### src/hdl/rce_pkg.sv
// Types, constants and the microcode table of the resource container encoder.
// No dependencies.
package rce_pkg;

   // item opcodes
   localparam logic [1:0] OP_START  = 2'd0;
   localparam logic [1:0] OP_HEADER = 2'd1;
   localparam logic [1:0] OP_DATA   = 2'd2;
   localparam logic [1:0] OP_FINISH = 2'd3;

   localparam logic [22:0] MAX_LEN      = 23'd4210688;
   localparam logic [22:0] LONG_MIN_LEN = 23'd16385;
   localparam logic [7:0]  TYPE_STEP    = 8'h3f;
   localparam logic [15:0] ID_STEP      = 16'h3fff;
   localparam logic [7:0]  SIG_BYTE1    = 8'h45;
   localparam logic [7:0]  SIG_BYTE2    = 8'h47;
   localparam logic [7:0]  TERM_BYTE    = 8'h00;
   localparam logic [7:0]  ID_FULL_HI   = 8'h7f;
   localparam logic [7:0]  ID_FULL_LO   = 8'hff;

   // microcode addresses
   localparam logic [3:0] UA_START  = 4'd0;
   localparam logic [3:0] UA_SIG1   = 4'd1;
   localparam logic [3:0] UA_SIG2   = 4'd2;
   localparam logic [3:0] UA_SIG3   = 4'd3;
   localparam logic [3:0] UA_DATA   = 4'd4;
   localparam logic [3:0] UA_FIN    = 4'd5;
   localparam logic [3:0] UA_ERR    = 4'd6;
   localparam logic [3:0] UA_TYPE   = 4'd7;
   localparam logic [3:0] UA_IDHI   = 4'd8;
   localparam logic [3:0] UA_IDLO   = 4'd9;
   localparam logic [3:0] UA_LENHI  = 4'd10;
   localparam logic [3:0] UA_LENMID = 4'd11;
   localparam logic [3:0] UA_LENLO  = 4'd12;

   typedef enum logic [3:0] {
      SRC_ZERO, SRC_SIG1, SRC_SIG2, SRC_DATA, SRC_TYPE,
      SRC_IDHI, SRC_IDLO, SRC_LEN2, SRC_LEN1, SRC_LEN0
   } src_type;

   typedef enum logic [1:0] {
      COND_NONE, COND_DT_ZERO, COND_DI_ZERO, COND_LEN_SHORT
   } cond_type;

   // one control word per step: skip without output when cond holds,
   // otherwise emit src and go to next
   typedef struct packed {
      src_type    src;
      cond_type   cond;
      logic [3:0] skip_to;
      logic [3:0] next;
      logic       last;
      logic       done;
      logic       err;
   } uword_type;

   function automatic uword_type rce_ucode(input logic [3:0] addr);
      uword_type w;
      w = '{src: SRC_ZERO, cond: COND_NONE, skip_to: UA_ERR, next: UA_ERR,
            last: 1'b1, done: 1'b1, err: 1'b1};
      unique case (addr)
         UA_START:  w = '{SRC_ZERO, COND_NONE, UA_START, UA_SIG1, 1'b0, 1'b0, 1'b0};
         UA_SIG1:   w = '{SRC_SIG1, COND_NONE, UA_SIG1, UA_SIG2, 1'b0, 1'b0, 1'b0};
         UA_SIG2:   w = '{SRC_SIG2, COND_NONE, UA_SIG2, UA_SIG3, 1'b0, 1'b0, 1'b0};
         UA_SIG3:   w = '{SRC_SIG2, COND_NONE, UA_SIG3, UA_SIG3, 1'b1, 1'b1, 1'b0};
         UA_DATA:   w = '{SRC_DATA, COND_NONE, UA_DATA, UA_DATA, 1'b1, 1'b1, 1'b0};
         UA_FIN:    w = '{SRC_ZERO, COND_NONE, UA_FIN, UA_FIN, 1'b1, 1'b1, 1'b0};
         UA_TYPE:   w = '{SRC_TYPE, COND_DT_ZERO, UA_IDHI, UA_TYPE, 1'b0, 1'b0, 1'b0};
         UA_IDHI:   w = '{SRC_IDHI, COND_DI_ZERO, UA_LENHI, UA_IDLO, 1'b0, 1'b0, 1'b0};
         UA_IDLO:   w = '{SRC_IDLO, COND_NONE, UA_IDLO, UA_IDHI, 1'b0, 1'b0, 1'b0};
         UA_LENHI:  w = '{SRC_LEN2, COND_LEN_SHORT, UA_LENMID, UA_LENMID, 1'b0, 1'b0, 1'b0};
         UA_LENMID: w = '{SRC_LEN1, COND_NONE, UA_LENMID, UA_LENLO, 1'b0, 1'b0, 1'b0};
         UA_LENLO:  w = '{SRC_LEN0, COND_NONE, UA_LENLO, UA_LENLO, 1'b1, 1'b1, 1'b0};
         default:   w = '{SRC_ZERO, COND_NONE, UA_ERR, UA_ERR, 1'b1, 1'b1, 1'b1};
      endcase
      return w;
   endfunction

endpackage

### src/hdl/resource_container_encoder.sv
// Resource container encoder top level: header checks, microcode sequencer, byte output.
// Depends on rce_pkg.
//
//   channel | dir | handshake           | payload
//   --------+-----+---------------------+------------------------------------------------
//   req     | in  | req_valid/req_stall | opcode, res_type, res_id, payload_length, data_byte
//   rsp     | out | rsp_valid/rsp_stall | out_byte, last, error
//
// Payload, finish and error items go straight to the output register: one item per cycle
// while req_stall is low. A start runs 4 steps, a header one step per byte (up to 18) and
// up to 3 skipped steps; the sequencer runs one step per unstalled cycle, one byte at most.
// Reset is synchronous, active high: type 1, next id 1, failure clear, no output pending.
// A stalled output freezes the sequencer; req_stall is high while a sequence runs or the
// output register holds an item that is not being taken.
module resource_container_encoder
   import rce_pkg::*;
(
   input  logic        clock,
   input  logic        reset,
   input  logic        req_valid,
   output logic        req_stall,
   input  logic [1:0]  req_opcode,
   input  logic [7:0]  req_res_type,
   input  logic [15:0] req_res_id,
   input  logic [22:0] req_payload_length,
   input  logic [7:0]  req_data_byte,
   output logic        rsp_valid,
   input  logic        rsp_stall,
   output logic [7:0]  rsp_out_byte,
   output logic        rsp_last,
   output logic        rsp_error
);

   // stream state
   logic [7:0]  cur_type_ff, cur_type_in;
   logic [16:0] next_id_ff, next_id_in;
   logic        failed_ff, failed_in;

   // sequencer
   logic        busy_ff, busy_in;
   logic [3:0]  pc_ff, pc_in;
   uword_type   uw;

   // header operands held for the sequence
   logic [7:0]  dt_ff, dt_in;     // remaining type advance
   logic [15:0] di_ff, di_in;     // remaining id advance
   logic [23:0] lw_ff, lw_in;     // length code, bit 23 set for the 3-byte form

   // output register
   logic        rsp_valid_ff, rsp_valid_in;
   logic [7:0]  rsp_byte_ff, rsp_byte_in;
   logic        rsp_last_ff, rsp_last_in;
   logic        rsp_error_ff, rsp_error_in;

   logic        adv, accept, skip;
   logic        type_lt, type_gt, id_lt, len_big, hdr_err, len_long;
   logic [16:0] base_id;
   logic [22:0] len_lrem, len_srem;
   logic        dt_ge, di_ge;
   logic [7:0]  src_byte;

   assign adv       = !rsp_valid_ff || !rsp_stall;
   assign req_stall = busy_ff || !adv;
   assign accept    = req_valid && !req_stall;

   assign rsp_valid    = rsp_valid_ff;
   assign rsp_out_byte = rsp_byte_ff;
   assign rsp_last     = rsp_last_ff;
   assign rsp_error    = rsp_error_ff;

   // header checks, all done in the accept cycle
   assign type_lt  = req_res_type < cur_type_ff;
   assign type_gt  = req_res_type > cur_type_ff;
   assign base_id  = type_gt ? 17'd1 : next_id_ff;   // a type advance restarts ids at 1
   assign id_lt    = {1'b0, req_res_id} < base_id;
   assign len_big  = req_payload_length > MAX_LEN;
   assign hdr_err  = type_lt || id_lt || len_big;
   assign len_long = req_payload_length >= LONG_MIN_LEN;
   assign len_lrem = req_payload_length - LONG_MIN_LEN;
   assign len_srem = req_payload_length - 23'd1;

   assign uw    = rce_ucode(pc_ff);
   assign dt_ge = dt_ff >= TYPE_STEP;
   assign di_ge = di_ff >= ID_STEP;

   always_comb begin
      unique case (uw.cond)
         COND_NONE:      skip = 1'b0;
         COND_DT_ZERO:   skip = (dt_ff == 8'd0);
         COND_DI_ZERO:   skip = (di_ff == 16'd0);
         COND_LEN_SHORT: skip = !lw_ff[23];
         default:        skip = 1'b0;
      endcase
   end

   // byte selected by the current control word
   always_comb begin
      unique case (uw.src)
         SRC_ZERO: src_byte = TERM_BYTE;
         SRC_SIG1: src_byte = SIG_BYTE1;
         SRC_SIG2: src_byte = SIG_BYTE2;
         SRC_DATA: src_byte = rsp_byte_ff;  // not used by the program; data goes direct
         SRC_TYPE: src_byte = dt_ge ? TYPE_STEP : dt_ff;
         SRC_IDHI: src_byte = di_ge ? ID_FULL_HI : {2'b01, di_ff[13:8]};
         SRC_IDLO: src_byte = di_ge ? ID_FULL_LO : di_ff[7:0];
         SRC_LEN2: src_byte = lw_ff[23:16];
         SRC_LEN1: src_byte = lw_ff[15:8];
         SRC_LEN0: src_byte = lw_ff[7:0];
         default:  src_byte = TERM_BYTE;
      endcase
   end

   always_comb begin
      cur_type_in  = cur_type_ff;
      next_id_in   = next_id_ff;
      failed_in    = failed_ff;
      busy_in      = busy_ff;
      pc_in        = pc_ff;
      dt_in        = dt_ff;
      di_in        = di_ff;
      lw_in        = lw_ff;
      rsp_valid_in = adv ? 1'b0 : rsp_valid_ff;
      rsp_byte_in  = rsp_byte_ff;
      rsp_last_in  = rsp_last_ff;
      rsp_error_in = rsp_error_ff;

      if (accept) begin
         if (req_opcode == OP_START) begin
            cur_type_in = 8'd1;
            next_id_in  = 17'd1;
            failed_in   = 1'b0;
            busy_in     = 1'b1;
            pc_in       = UA_START;
         end else if (failed_ff) begin
            // sticky failure: every item gives one error result
            rsp_valid_in = 1'b1;
            rsp_byte_in  = TERM_BYTE;
            rsp_last_in  = 1'b1;
            rsp_error_in = 1'b1;
         end else begin
            unique case (req_opcode)
               OP_DATA: begin
                  rsp_valid_in = 1'b1;
                  rsp_byte_in  = req_data_byte;
                  rsp_last_in  = 1'b1;
                  rsp_error_in = 1'b0;
               end
               OP_FINISH: begin
                  rsp_valid_in = 1'b1;
                  rsp_byte_in  = TERM_BYTE;
                  rsp_last_in  = 1'b1;
                  rsp_error_in = 1'b0;
               end
               OP_HEADER: begin
                  // zero length: skipped entirely
                  if (req_payload_length != 23'd0) begin
                     if (hdr_err) begin
                        failed_in    = 1'b1;
                        rsp_valid_in = 1'b1;
                        rsp_byte_in  = TERM_BYTE;
                        rsp_last_in  = 1'b1;
                        rsp_error_in = 1'b1;
                     end else begin
                        dt_in       = type_gt ? (req_res_type - cur_type_ff) : 8'd0;
                        di_in       = req_res_id - base_id[15:0];
                        lw_in       = len_long ? {2'b11, len_lrem[21:0]}
                                               : {8'h00, 2'b10, len_srem[13:0]};
                        cur_type_in = req_res_type;
                        next_id_in  = {1'b0, req_res_id} + 17'd1;
                        busy_in     = 1'b1;
                        pc_in       = UA_TYPE;
                     end
                  end
               end
               default: begin
                  // start handled above
               end
            endcase
         end
      end else if (busy_ff && adv) begin
         if (skip) begin
            pc_in = uw.skip_to;
         end else begin
            rsp_valid_in = 1'b1;
            rsp_byte_in  = src_byte;
            rsp_last_in  = uw.last;
            rsp_error_in = uw.err;
            pc_in        = uw.next;
            busy_in      = !uw.done;
            if (uw.src == SRC_TYPE) begin
               dt_in = dt_ge ? (dt_ff - TYPE_STEP) : 8'd0;
            end
            if (uw.src == SRC_IDLO) begin
               di_in = di_ge ? (di_ff - ID_STEP) : 16'd0;
            end
         end
      end
   end

   always_ff @(posedge clock) begin
      if (reset) begin
         cur_type_ff  <= 8'd1;
         next_id_ff   <= 17'd1;
         failed_ff    <= 1'b0;
         busy_ff      <= 1'b0;
         pc_ff        <= UA_START;
         rsp_valid_ff <= 1'b0;
      end else begin
         cur_type_ff  <= cur_type_in;
         next_id_ff   <= next_id_in;
         failed_ff    <= failed_in;
         busy_ff      <= busy_in;
         pc_ff        <= pc_in;
         rsp_valid_ff <= rsp_valid_in;
      end
   end

   always_ff @(posedge clock) begin
      dt_ff        <= dt_in;
      di_ff        <= di_in;
      lw_ff        <= lw_in;
      rsp_byte_ff  <= rsp_byte_in;
      rsp_last_ff  <= rsp_last_in;
      rsp_error_ff <= rsp_error_in;
   end

endmodule

### config.mk
export PLATFORM = sky130hd
export DESIGN_NAME = resource_container_encoder
export DESIGN_NICKNAME = d
export VERILOG_FILES = /design/src/hdl/rce_pkg.sv /design/src/hdl/resource_container_encoder.sv
export SDC_FILE = /design/constraint.sdc
export NUM_CORES = 1
export LEC_CHECK = 0
export BUFFER_PORTS_ARGS = -buffer_cell sky130_fd_sc_hd__buf_4
export CORE_ASPECT_RATIO = 1.25
export CORE_MARGIN = 2
export CORE_UTILIZATION = 48
export CTS_CLUSTER_DIAMETER = 80
export CTS_CLUSTER_SIZE = 14
export DETAILED_ROUTE_END_ITERATION = 8
export PLACE_DENSITY = 0.67
export SETUP_SLACK_MARGIN = 0.1
export SLEW_MARGIN = 30
export SYNTH_ARGS = -nofsm -noshare
export SYNTH_HDL_FRONTEND = slang
export SYNTH_SLANG_ARGS = --single-unit
### constraint.sdc
create_clock -name clock -period 10.7 [get_ports clock]
set_clock_uncertainty 0.15 [all_clocks]
set_input_delay 1.07 -clock clock [delete_from_list [all_inputs] [get_ports clock]]
set_output_delay 1.07 -clock clock [all_outputs]
set_load 0.1 [all_outputs]
* Word-level counts from Yosys, hierarchy flattened
Memories as Yosys holds them, arrays and structs flattened. A register that Yosys moved wholly into a read port is not among the register bits.
Cells that the tools add are included.
** Storage, ports and cells
- Bits of input ports :: 61
- Bits in registers :: 90
- Logic and storage cells :: 186
- Bits in writable memories :: 0
- ROM bits :: 272
- Memories kept :: 1
- Latch bits :: 0
- Output and inout bits :: 12
** Cells by class
- Equal/unequal tests :: 32
- Bitwise gates (word level) :: 3
- Add/subtract/negate cells :: 7
- Divide/modulo/power cells :: 0
- $lt $le $gt $ge :: 7
- Shifts and indexed selects :: 0
- Multipliers :: 0
- Reduce and logical (&&, ||, !) cells :: 31
- Multiplexer cells :: 92
** Memory list
- (name not given) :: depth 16, bits a word 17, rd ports 1, clocked after memory_dff 1, wr ports 0, line rce_pkg.sv:61 : unique case (addr)
** Operators with widths (number)
- 2-to-1 mux 8 bit :: 25
- 2-to-1 mux 16 bit :: 10
- 2-to-1 mux 17 bit :: 6
- case mux 8 bit (9 select lines) :: 1
- 2-to-1 mux 4 bit :: 10
- 2-to-1 mux 1 bit :: 33
- 2-to-1 mux 24 bit :: 1
- case mux 8 bit (3 select lines) :: 1
- >= comparator 23 x 15 -> 1 bit (second input constant) :: 1
- greater-than comparator 23 bit (second input constant) :: 1
- nonzero test 23 bit :: 1
- subtractor 22 x 15 -> 22 bit (second input constant) :: 1
- AND reduction 6 bit :: 3
- adder 16 x 1 -> 17 bit (second input constant) :: 1
- < comparator 16 x 17 -> 1 bit :: 1
- equality test 4 x 3 -> 1 bit (second input constant) :: 4
- >= comparator 16 x 14 -> 1 bit (second input constant) :: 1
- logical NOT 16 bit :: 1
- AND reduction 8 bit :: 2
- subtractor 16 x 14 -> 16 bit (second input constant) :: 1
- subtractor 16 bit :: 1
- subtractor 14 x 1 -> 14 bit (second input constant) :: 1
- inequality test 2 bit (second input constant) :: 5
- AND reduction 5 bit :: 2
- other kinds (28) :: 58

* Logic depth before layout (Yosys ltp)
- Depth in word-level cells :: 13
- Mapped depth :: 25
- Gate-level depth less buffers :: 23

* Worst setup path before layout
Ideal clock, no wire load.
- Kind :: input port to flip-flop
- Start :: input port req_res_type[0]
- End :: register uw[16] (netlist name)
- Buffers on the path :: 2
- Stages on the path :: 24
- Data arrival time :: 5.774 ns
- Required time :: 10.480 ns
- Setup time :: 0.070 ns
- Path slack :: 4.706 ns
- Cells stage by stage :: inv_1 ha_1 inv_1 fa_1 a21o_1 a21oi_1 o21a_1 or2_2 clkbuf_1 clkbuf_1 nand2_1 ha_1 o211ai_1 a21oi_1 o21ai_0 a31oi_1 o31ai_1 o21ai_2 and3_1 o21ai_0 ha_1 inv_1 a211o_2 a21oi_1
** Between the ends
- Cells in the longest elaborated chain, start to end :: 9
- Elaborated cells on any way between the ends :: 10
- Classes of those cells :: order compare: 3; eq/ne: 1; mux: 3; reduce/logical: 3
** RTL lines
- start, declared :: line resource_container_encoder.sv:23 : input logic [7:0] req_res_type,
- greater-than comparator 8 bit :: line resource_container_encoder.sv:73 : assign type_gt = req_res_type > cur_type_ff;
- 2-to-1 mux 17 bit :: line resource_container_encoder.sv:74 : assign base_id = type_gt ? 17'd1 : next_id_ff;
- < comparator 16 x 17 -> 1 bit :: line resource_container_encoder.sv:75 : assign id_lt = {1'b0, req_res_id} < base_id;
- logical OR 1 bit * (2 in a row) :: line resource_container_encoder.sv:77 : assign hdr_err = type_lt || id_lt || len_big;
- inequality test 3 x 2 -> 1 bit (no line) *
- AND reduction 5 bit (no line) *
- 2-to-1 mux 4 bit (no line) * (2 in a row)
Every way passes the cells marked *; elsewhere a longest branch is shown, timed or not.
A chain may end at the register's enable or synchronous reset.

* Worst setup path after layout
- Start :: input port req_res_type[0]
- End :: register uw[15] (netlist name)
** Between the ends
- Cells in the longest elaborated chain, start to end :: 9
- Elaborated cells on any way between the ends :: 10
- Classes of those cells :: order compare: 3; eq/ne: 1; mux: 3; reduce/logical: 3
** RTL lines (line)
- greater-than comparator 8 bit :: resource_container_encoder.sv:73
- 2-to-1 mux 17 bit :: resource_container_encoder.sv:74
- < comparator 16 x 17 -> 1 bit :: resource_container_encoder.sv:75
- logical OR 1 bit * (2 in a row) :: resource_container_encoder.sv:77
- inequality test 3 x 2 -> 1 bit (no line) *
- AND reduction 5 bit (no line) *
- 2-to-1 mux 4 bit (no line) * (2 in a row)
Marked as above.

==> flow_metrics.py <==
metrics = {
    "cts": {
        "path_clk_slew_ns": 0.07,
        "cts.htree.levels": 3,
        "clk_latency_ns": 0.36,
        "cts_root_buf": "clkbuf_16",
        "cts_tree": "done",
        "cts_buffer_depth": 2,
        "cts_made_buffers": 9,
        "cts.sinks": 105,
        "cts_hold_buf": 0,
        "postCtsResizedCells": 0,
        "post_cts_buffers": 0,
    },
    "route": {
        "drtAntennaViolNets": 0,
        "drt-vias-per-instance": 5.894,
        "dr_total_vias": 6342,
        "wl_um": 18430,
        "drt-initial-drc-count": 462,
        "drc": 0,
        "routedWlPerCell_um": 17.12,
        "dr.pass1.iters": 5,
    },
    "critical_path": {
        "path_class": "in -> reg",
        "critPathLaunchType": "input pin",
        "cp-startpoint": "req_res_type[0]",
        "crit_fanout": 16,
        "cp.arrival_ns": 6.31,
        "worst_ep_required_time_ns": 10.76,
        "ff2ff_setup_slack_ns": 4.98,
        "end_kind": "flop",
        "rr_startpoint": "cur_type_ff[0]",
    },
    "global_routing": {
        "grtUsageMet1_pct": 30.18,
        "met3_usage_pct": 3.565,
        "grtUsageMet2_pct": 39.26,
        "grt_usage_pct": 23.13,
        "grt_start_max_net_pins": 49,
        "grt_remaining_overflow": 0,
        "top_usage_layer": "met2",
        "antenna_found_initial": 0,
        "grt_pass1_wl_um": 30130,
        "grt_pass1_vias": 6006,
    },
    "logic_synthesis": {
        "yosysTopAreaCellShare_pct": 23.12,
        "synth_fp_nets": 942,
        "syn_area_per_cell_um2": 8.868,
        "syn_area_mm2": 0.007405,
        "synth_top_area_cell": "edfxtp_1",
        "synth_common_cells": "nand2_1, nor2_1, a21oi_1",
        "synth-edff-count": 57,
        "ys_types": 84,
        "ys_ff_latch": 105,
        "syn_inst": 835,
        "synthTopCellsByArea": "edfxtp_1, dfxtp_1, ha_1",
        "synth.most_common_cell": "nand2_1",
        "async_flop_share_pct": 0,
        "yosysWarnings": 0,
        "synthFlopType": "edfxtp_1",
        "ys_seq_area_share_pct": 36.09,
    },
    "cells_and_area": {
        "antenna_cells": 0,
        "nNetsFinal": 996,
        "layout-drive-gt1-share_pct": 14.21,
        "syn_to_final_growth_pct": 12.47,
        "final_cells": 1076,
        "utilization_pct": 55.47,
        "stdcell_area_mm2": 0.008328,
    },
    "sta": {
        "min_period_over_period_pct": 58.46,
        "tns_ns": 0,
        "fin_crit_ns": 6.255,
        "drv_slew": 0,
        "tightestPinTransition_ns": 0.8697,
        "maxSlewHeadroom_pct": 41.40,
        "finalSetupViolCount": 0,
        "hold_viol_final": 0,
        "max_freq_mhz": 159.9,
        "grt_setup_unrepaired": "no",
    },
    "power_and_ir_drop": {
        "vdd_drop_max_mv": 0.06518,
        "power.leakage_uw": 0.003151,
        "p_total_uw": 1047,
        "power_density_mw_per_mm2": 125.7,
    },
    "floorplanning": {
        "rows": 50,
        "ios": 73,
        "core_mm2": 0.01501,
        "die_h_um": 142.9,
        "dieArea_mm2": 0.01644,
        "die_width_um": 115.1,
        "start_util_pct": 49.32,
    },
    "worst_hold_path": {
        "holdCritPathClass": "reg -> reg",
        "min_from": "next_id_ff[12]",
    },
    "place": {
        "place_hpwl_um": 13720,
        "placed_area_mm2": 0.008045,
        "routabilityCongestion": 0.9235,
        "dp_cells": 1060,
        "numPortBuffers": 72,
    },
    "flow_run": {
        "maxCapViolations": 0,
    },
    "outcome": {
        "status": "finished clean",
    },
}
==> cell type report <==
class                           instances  area (µm²)
Clock buffer                           11       254.0
Timing Repair Buffer                   77       578.1
Clock inverter                          5       28.78
Sequential cell                       105        2673
Fill cell                            1430        6686
Tap cell                              182       227.7
Inverter                               49       183.9
Multi-Input combinational cell        647        4383
==> layout by cell type, fill, tap and decap left out, types with 10 or more instances in the layout <==
master     netlist  routed
nor3_1          19      19
xnor2_1         39      39
xor2_1          26      26
nor2_1          61      61
nand3_1         30      30
clkbuf_16        0      10
o21ai_0         39      39
buf_4            3      77
a21oi_1         59      59
inv_1           48      48
a21o_1          13      13
a22oi_1         14      14
nand2_1         79      79
mux2i_1         11      11
ha_1            44      44
edfxtp_1        57      57
nand2b_1        11      11
o22ai_1         16      16
or3_1           18      18
and3_1          17      17
dfxtp_1         48      48
==> metrics by stage <==
| step | setup slack, ns | hold WS (ns) |
|---|---|---|
| 2_1_floorplan | 4.706 | 0.2821 |
| 3_3_place_gp | 4.202 | 0.2915 |
| 3_5_place_dp | 4.137 | 0.2967 |
| 4_1_cts | 4.488 | 0.3075 |
| 5_1_grt | 3.862 | 0.3217 |
| 6_report | 4.445 | 0.3041 |
==> final timing paths <==
| kind | endpoint | cells after the start |
|---|---|---|
| setup / recovery | uw[15] | 23 |
| hold / removal | next_id_ff[12] | 2 |
| setup reg to reg | uw[15] | 21 |
| hold reg to reg | next_id_ff[12] | 2 |
==> critical path: stages <==
cell      delay (ns)
buf_4           0.11
inv_1           0.06
ha_1            0.14
inv_1           0.06
fa_1            0.39
a21o_1          0.19
a21oi_1         0.25
o21a_1          0.20
or2_2           0.31
nand2_1         0.10
ha_1            0.35
a2111o_1        0.25
o21ai_0         0.11
a211o_1         0.26
a211oi_2        0.38
o31ai_1         0.22
o21ai_2         0.28
a21oi_1         0.11
o21ai_0         0.69
inv_1           0.24
ha_1            0.31
nand2_1         0.14
o22ai_1         0.10
==> power breakdown <==
group	internal, µW	total (µW)	switching [µW]
clock network	171	325	154
registers	445	461	16.4
logic	91.8	261	169
total	708	1050	339
==> metal layers <==
metal,vias up,part of all wire [%]
met5,-,0
met4,0,2.2
met3,25,4.9
met2,172,50
met1,2983,43
li1,3162,-
==> sequential cells by signal, summed over array words and instances (netlist names), 4 cells and up <==
register and cells:
dt_ff 8, uw 16, lw_ff 23, pc_ff 4, rsp_out_byte 8, cur_type_ff 8
di_ff 16, next_id_ff 17
==> logic make-up after synthesis <==
logic type / Yosys count / share of synthesized area [%]
simple gates: 296 / 20.58
fa+ha+maj: 46 / 7.976
xor+xnor: 65 / 7.688
mux: 13 / 1.791
compound gates: 227 / 21.07
buf+inv: 83 / 4.799
flops: 105 / 36.09
No activity file was read; power rests on OpenSTA's default activity.
